**src/nearest_palette_color_mapper_macros.svh**
```systemverilog
// Assertion macros shared by the nearest palette color mapper RTL.
// Depends on nothing; included inside module bodies that assert.
`ifndef NEAREST_PALETTE_COLOR_MAPPER_MACROS_SVH
`define NEAREST_PALETTE_COLOR_MAPPER_MACROS_SVH

// Same-cycle implication under synchronous reset.
`define NPCM_ASSERT_IMP(lbl, clk, rst, ante, cons, msg) \
  lbl: assert property (@(posedge clk) disable iff (rst) (ante) |-> (cons)) else $error(msg);

// Next-cycle implication under synchronous reset.
`define NPCM_ASSERT_NXT(lbl, clk, rst, ante, cons, msg) \
  lbl: assert property (@(posedge clk) disable iff (rst) (ante) |=> (cons)) else $error(msg);

`endif

```
**src/npcm_pkg.sv**
```systemverilog
// Package for the nearest palette color mapper: sequencer states, register
// indexes, input mode codes and fixed widths. No dependencies.
`default_nettype none
package npcm_pkg;

  localparam int COUNT_W    = 9;
  localparam int DIST_W     = 20;
  localparam int CFG_IDX_W  = 3;
  localparam int CFG_DATA_W = 9;

  localparam logic [CFG_IDX_W-1:0] CFG_GRAY_MODE   = 3'd0;
  localparam logic [CFG_IDX_W-1:0] CFG_COLOR_COUNT = 3'd1;
  localparam logic [CFG_IDX_W-1:0] CFG_BG_ENABLE   = 3'd2;
  localparam logic [CFG_IDX_W-1:0] CFG_BG_RED      = 3'd3;
  localparam logic [CFG_IDX_W-1:0] CFG_BG_GREEN    = 3'd4;
  localparam logic [CFG_IDX_W-1:0] CFG_BG_BLUE     = 3'd5;

  localparam logic MODE_WRITE = 1'b0;
  localparam logic MODE_MAP   = 1'b1;

  localparam logic [DIST_W-1:0] NO_DIST = '1;

  typedef enum logic [1:0] {
    S_IDLE,
    S_SEARCH,
    S_DONE
  } state_t;

  typedef struct packed {
    logic [7:0] r;
    logic [7:0] g;
    logic [7:0] b;
  } color_t;

endpackage
`default_nettype wire

```
**src/npcm_dist.sv**
```systemverilog
// Two-stage weighted squared distance unit: squares, then sum.
// Depends on npcm_pkg for color_t and DIST_W.
`default_nettype none
module npcm_dist (
  input  wire logic                  clk,
  input  wire npcm_pkg::color_t      center,
  input  wire npcm_pkg::color_t      entry,
  output logic [npcm_pkg::DIST_W-1:0] distance
);
  import npcm_pkg::*;

  logic [7:0]  ar, ag, ab;
  logic [8:0]  dr;
  logic [9:0]  dg;
  logic [17:0] sq_r;
  logic [19:0] sq_g;
  logic [15:0] sq_b;

  always_comb begin
    ar = (center.r > entry.r) ? center.r - entry.r : entry.r - center.r;
    ag = (center.g > entry.g) ? center.g - entry.g : entry.g - center.g;
    ab = (center.b > entry.b) ? center.b - entry.b : entry.b - center.b;
    dr = {ar, 1'b0};
    dg = 10'({ag, 1'b0}) + 10'(ag);
  end

  always_ff @(posedge clk) begin
    sq_r     <= 18'(dr) * 18'(dr);
    sq_g     <= 20'(dg) * 20'(dg);
    sq_b     <= 16'(ab) * 16'(ab);
    distance <= DIST_W'(sq_r) + DIST_W'(sq_g) + DIST_W'(sq_b);
  end

endmodule
`default_nettype wire

```
**config.mk**
```make
export PLATFORM = sky130hd
export DESIGN_NAME = npcm_dist
export DESIGN_NICKNAME = d
export VERILOG_FILES = /design/src/nearest_palette_color_mapper_macros.svh /design/src/npcm_pkg.sv /design/src/npcm_dist.sv
export SDC_FILE = /design/constraint.sdc
export NUM_CORES = 1
export LEC_CHECK = 0
export ABC_AREA = 1
export ABC_CLOCK_PERIOD_IN_PS = 6600
export BUFFER_PORTS_ARGS = -buffer_cell sky130_fd_sc_hd__buf_2
export CAP_MARGIN = 25
export CORE_MARGIN = 2
export CORE_UTILIZATION = 57
export DETAILED_ROUTE_END_ITERATION = 8
export PLACE_DENSITY = 0.82
export SETUP_SLACK_MARGIN = 0.5
export SLEW_MARGIN = 25
export SYNTH_ARGS = -nofsm -noshare
export SYNTH_HDL_FRONTEND = slang
export SYNTH_SLANG_ARGS = --single-unit
```
**constraint.sdc**
```tcl
create_clock -name clk -period 6.6 [get_ports clk]
set_clock_uncertainty 0.2 [all_clocks]
set_input_delay 0 -clock clk [delete_from_list [all_inputs] [get_ports clk]]
set_output_delay 0 -clock clk [all_outputs]
set_load 0.01 [all_outputs]
```
==> flow_summary.toml <==
[status]
status = "complete, but fails checks"
violations = "setup timing"

[detailed_routing]
routed_via_density = 5.575
post_drt_wl_per_cell_um = 16.32
ant_nets = 0
dr.pass1.iters = 9
num_vias = 9683
drtIter0Drc = 688
drc_errors = 0
wl_um = 28340

[grt]
grt_pass1_wl_um = 41380
grt_overflow = 0
grtUsageTotal_pct = 25.18
grt_max_degree = 13
first_global_vias = 9490
antenna_found_initial = 0

[critical_path]
r2r_slack_ns = 3.39
crit_required_ns = 6.62
r2r_end = "distance[16]"
crit_slowest_cell = "fa_2"
crit_top_cell = "nand2_1"
max_stage_delay_ns = 0.60
r2r.worst_path.cells = 12
path_max_fanout = 5
startpoint = "center[10]"
crit_type = "primary input to flip-flop"
start_kind = "primary input"
crit_arrival_ns = 6.96
cp-end-kind = "flip-flop"
r2r-start = "sq_r[4]"

[min_path]
hold_depth = 3
min_to = "sq_b[0]"
min_from = "entry[0]"
min_path_type = "primary input to flip-flop"

[die]
fp.dieW_um = 140.3
num_rows = 49
core_um2 = 18090
die_height_um = 140.3
dieArea_um2 = 19680
start_util_pct = 58.53
io_pins = 69

[final_layout]
antennaDiodeCount = 0
finalNetCount = 1847
drive_gt1_share_pct = 22.35
final_cell_mix = "inv_1, nand2_1, ha_1, nor2_1, fa_1"
n_fill_cell = 1169
final_common_cell = "inv_1"
syn_to_final_growth_pct = 22.16

[logic_synthesis]
yosysTopAreaCell = "fa_1"
synth-edff-count = 0
yosysWarnings = 0
syn-instance-count = 1317
synth.top_cell.area_share_pct = 21.75
async_flop_share_pct = 0
yosys_most_used_dff = "dfxtp_1"
synth_area_per_cell_um2 = 8.038
synth_seq_area_share_pct = 13.05
synth_cell_type_count = 54
ys_ff_latch = 69
synthTopCellsByArea = "fa_1, ha_1, dfxtp_1, inv_1, nand2_1"
netlist_area_um2 = 10590

[clock_network]
h-tree-depth = 3
clk_pin_slew_ns = 0.06
clockRootBuffer = "clkbuf_16"
tritoncts = "yes"
numCtsBuffers = 9
cts.sinks = 69
clockBufferDepth = 2
insertion_delay_ns = 0.33

[timing]
timing.final.hold_violations = 0
worst_slew_pin_slew_ns = 0.5312
period_minus_slack_ns = 6.941
min_period_over_period_pct = 105.2
grt_setup_unrepaired = "true"
finalSetupViolCount = 10
slew_headroom_pct = 64.21
slew_viol_final = 0
timing.fmax_mhz = 144.1
layout_setup_ws_ns = -0.3412

[flow_run]
drv_cap = 0

[place]
portBuffers = 68
place_hpwl_um = 19720
gp_congestion = 0.9105
pre_cts_ws_ns = -0.3041
logic make-up (layout without fill, tap and decap cells):
| group | Yosys count | after routing | synth area share (%) |
|---|---|---|---|
| xor gates and xnor gates | 95 | 95 | 8.250 |
| and+or+nand+nor | 402 | 402 | 15.97 |
| adders and majority gates | 295 | 295 | 43.02 |
| DFF | 69 | 69 | 13.05 |
| buffers and inverters | 278 | 465 | 10.01 |
| other | 1 | 5 | 0.03542 |
| muxes | 3 | 3 | 0.3191 |
| AOI/OAI and AO/OA | 174 | 174 | 9.349 |
critical path: cells and delay by family:
kind | cells | cell delay, ns
fa+ha+maj | 8 | 3.25
simple gates | 12 | 1.09
compound gates | 6 | 1.45
xor+xnor | 2 | 0.28
buf+inv | 8 | 0.86
registers in the layout, summed over array words and instances (netlist names):
signal / count
sq_r: 15
distance: 20
sq_g: 19
sq_b: 15
cell usage after synthesis (10+ instances only):
| cell type | instances |
|---|---|
| nor3_1 | 10 |
| nand2_2 | 13 |
| dfxtp_1 | 69 |
| xor2_1 | 69 |
| a21oi_1 | 88 |
| nand2_1 | 192 |
| inv_1 | 257 |
| xnor2_1 | 22 |
| o21ai_0 | 39 |
| fa_1 | 115 |
| nor2_1 | 129 |
| ha_1 | 180 |
| a21o_1 | 10 |
| nand3_1 | 32 |
timing repair:
| item | 4_1_cts | 5_1_grt |
|---|---|---|
| setup endpoints to repair | 13 | 14 |
| hold buffers | 0 | 0 |
| setup buffers | 4 | 11 |
| gates resized for setup | 18 | 79 |
| pin swaps | 19 | 36 |
worst max-delay path by stage:
stage,cells past startpoint,endpoint,slack [ns]
6_report,36,sq_g[16],-0.34
5_1_grt,39,sq_g[16],-0.51
4_1_cts,39,sq_g[16],0.19
3_5_place_dp,37,sq_g[18],-0.30
3_3_place_gp,40,sq_g[18],-0.17
2_1_floorplan,38,sq_g[16],-0.04
stage by stage:
| stage | cell area [um^2] | setup TNS [ns] | utilization (%) | hold slack (ns) | instances |
|---|---|---|---|---|---|
| 2_1_floorplan | 10750 | -0.07485 | - | 0.05920 | 1321 |
| 3_3_place_gp | 12080 | -0.9124 | 66.78 | 0.1921 | 1706 |
| 3_5_place_dp | 12080 | -2.628 | 66.78 | 0.1922 | 1706 |
| 4_1_cts | 12530 | 0 | 69.27 | 0.1065 | 1726 |
| 5_1_grt | 12930 | -4.135 | 71.50 | 0.1332 | 1737 |
| 6_report | 12930 | -2.128 | 71.50 | 0.1103 | 1737 |
routing by layer:
| layer | global-route usage, % | up-vias | routed length (um) |
|---|---|---|---|
| met3 | 2.598 | 117 | 1657 |
| met4 | 6.167 | 0 | 1226 |
| met1 | 31.22 | 4648 | 11310 |
| met2 | 46.93 | 436 | 14140 |
| li1 | - | 4482 | - |
| met5 | 0 | - | 0 |
cell type report:
class	instances	area (um^2)	share of cell area, %
Clock inverter	6	86.33	0.6676
Sequential cell	69	1381	10.68
Clock buffer	10	239.0	1.848
Multi-Input combinational cell	974	8677	67.10
Tap cell	229	286.5	2.216
Timing Repair Buffer	183	1250	9.665
Inverter	266	1012	7.827
Power is left out: the tool's default activity adds up to more than one toggle a clock period on the data nets, which glitch-free logic cannot reach.
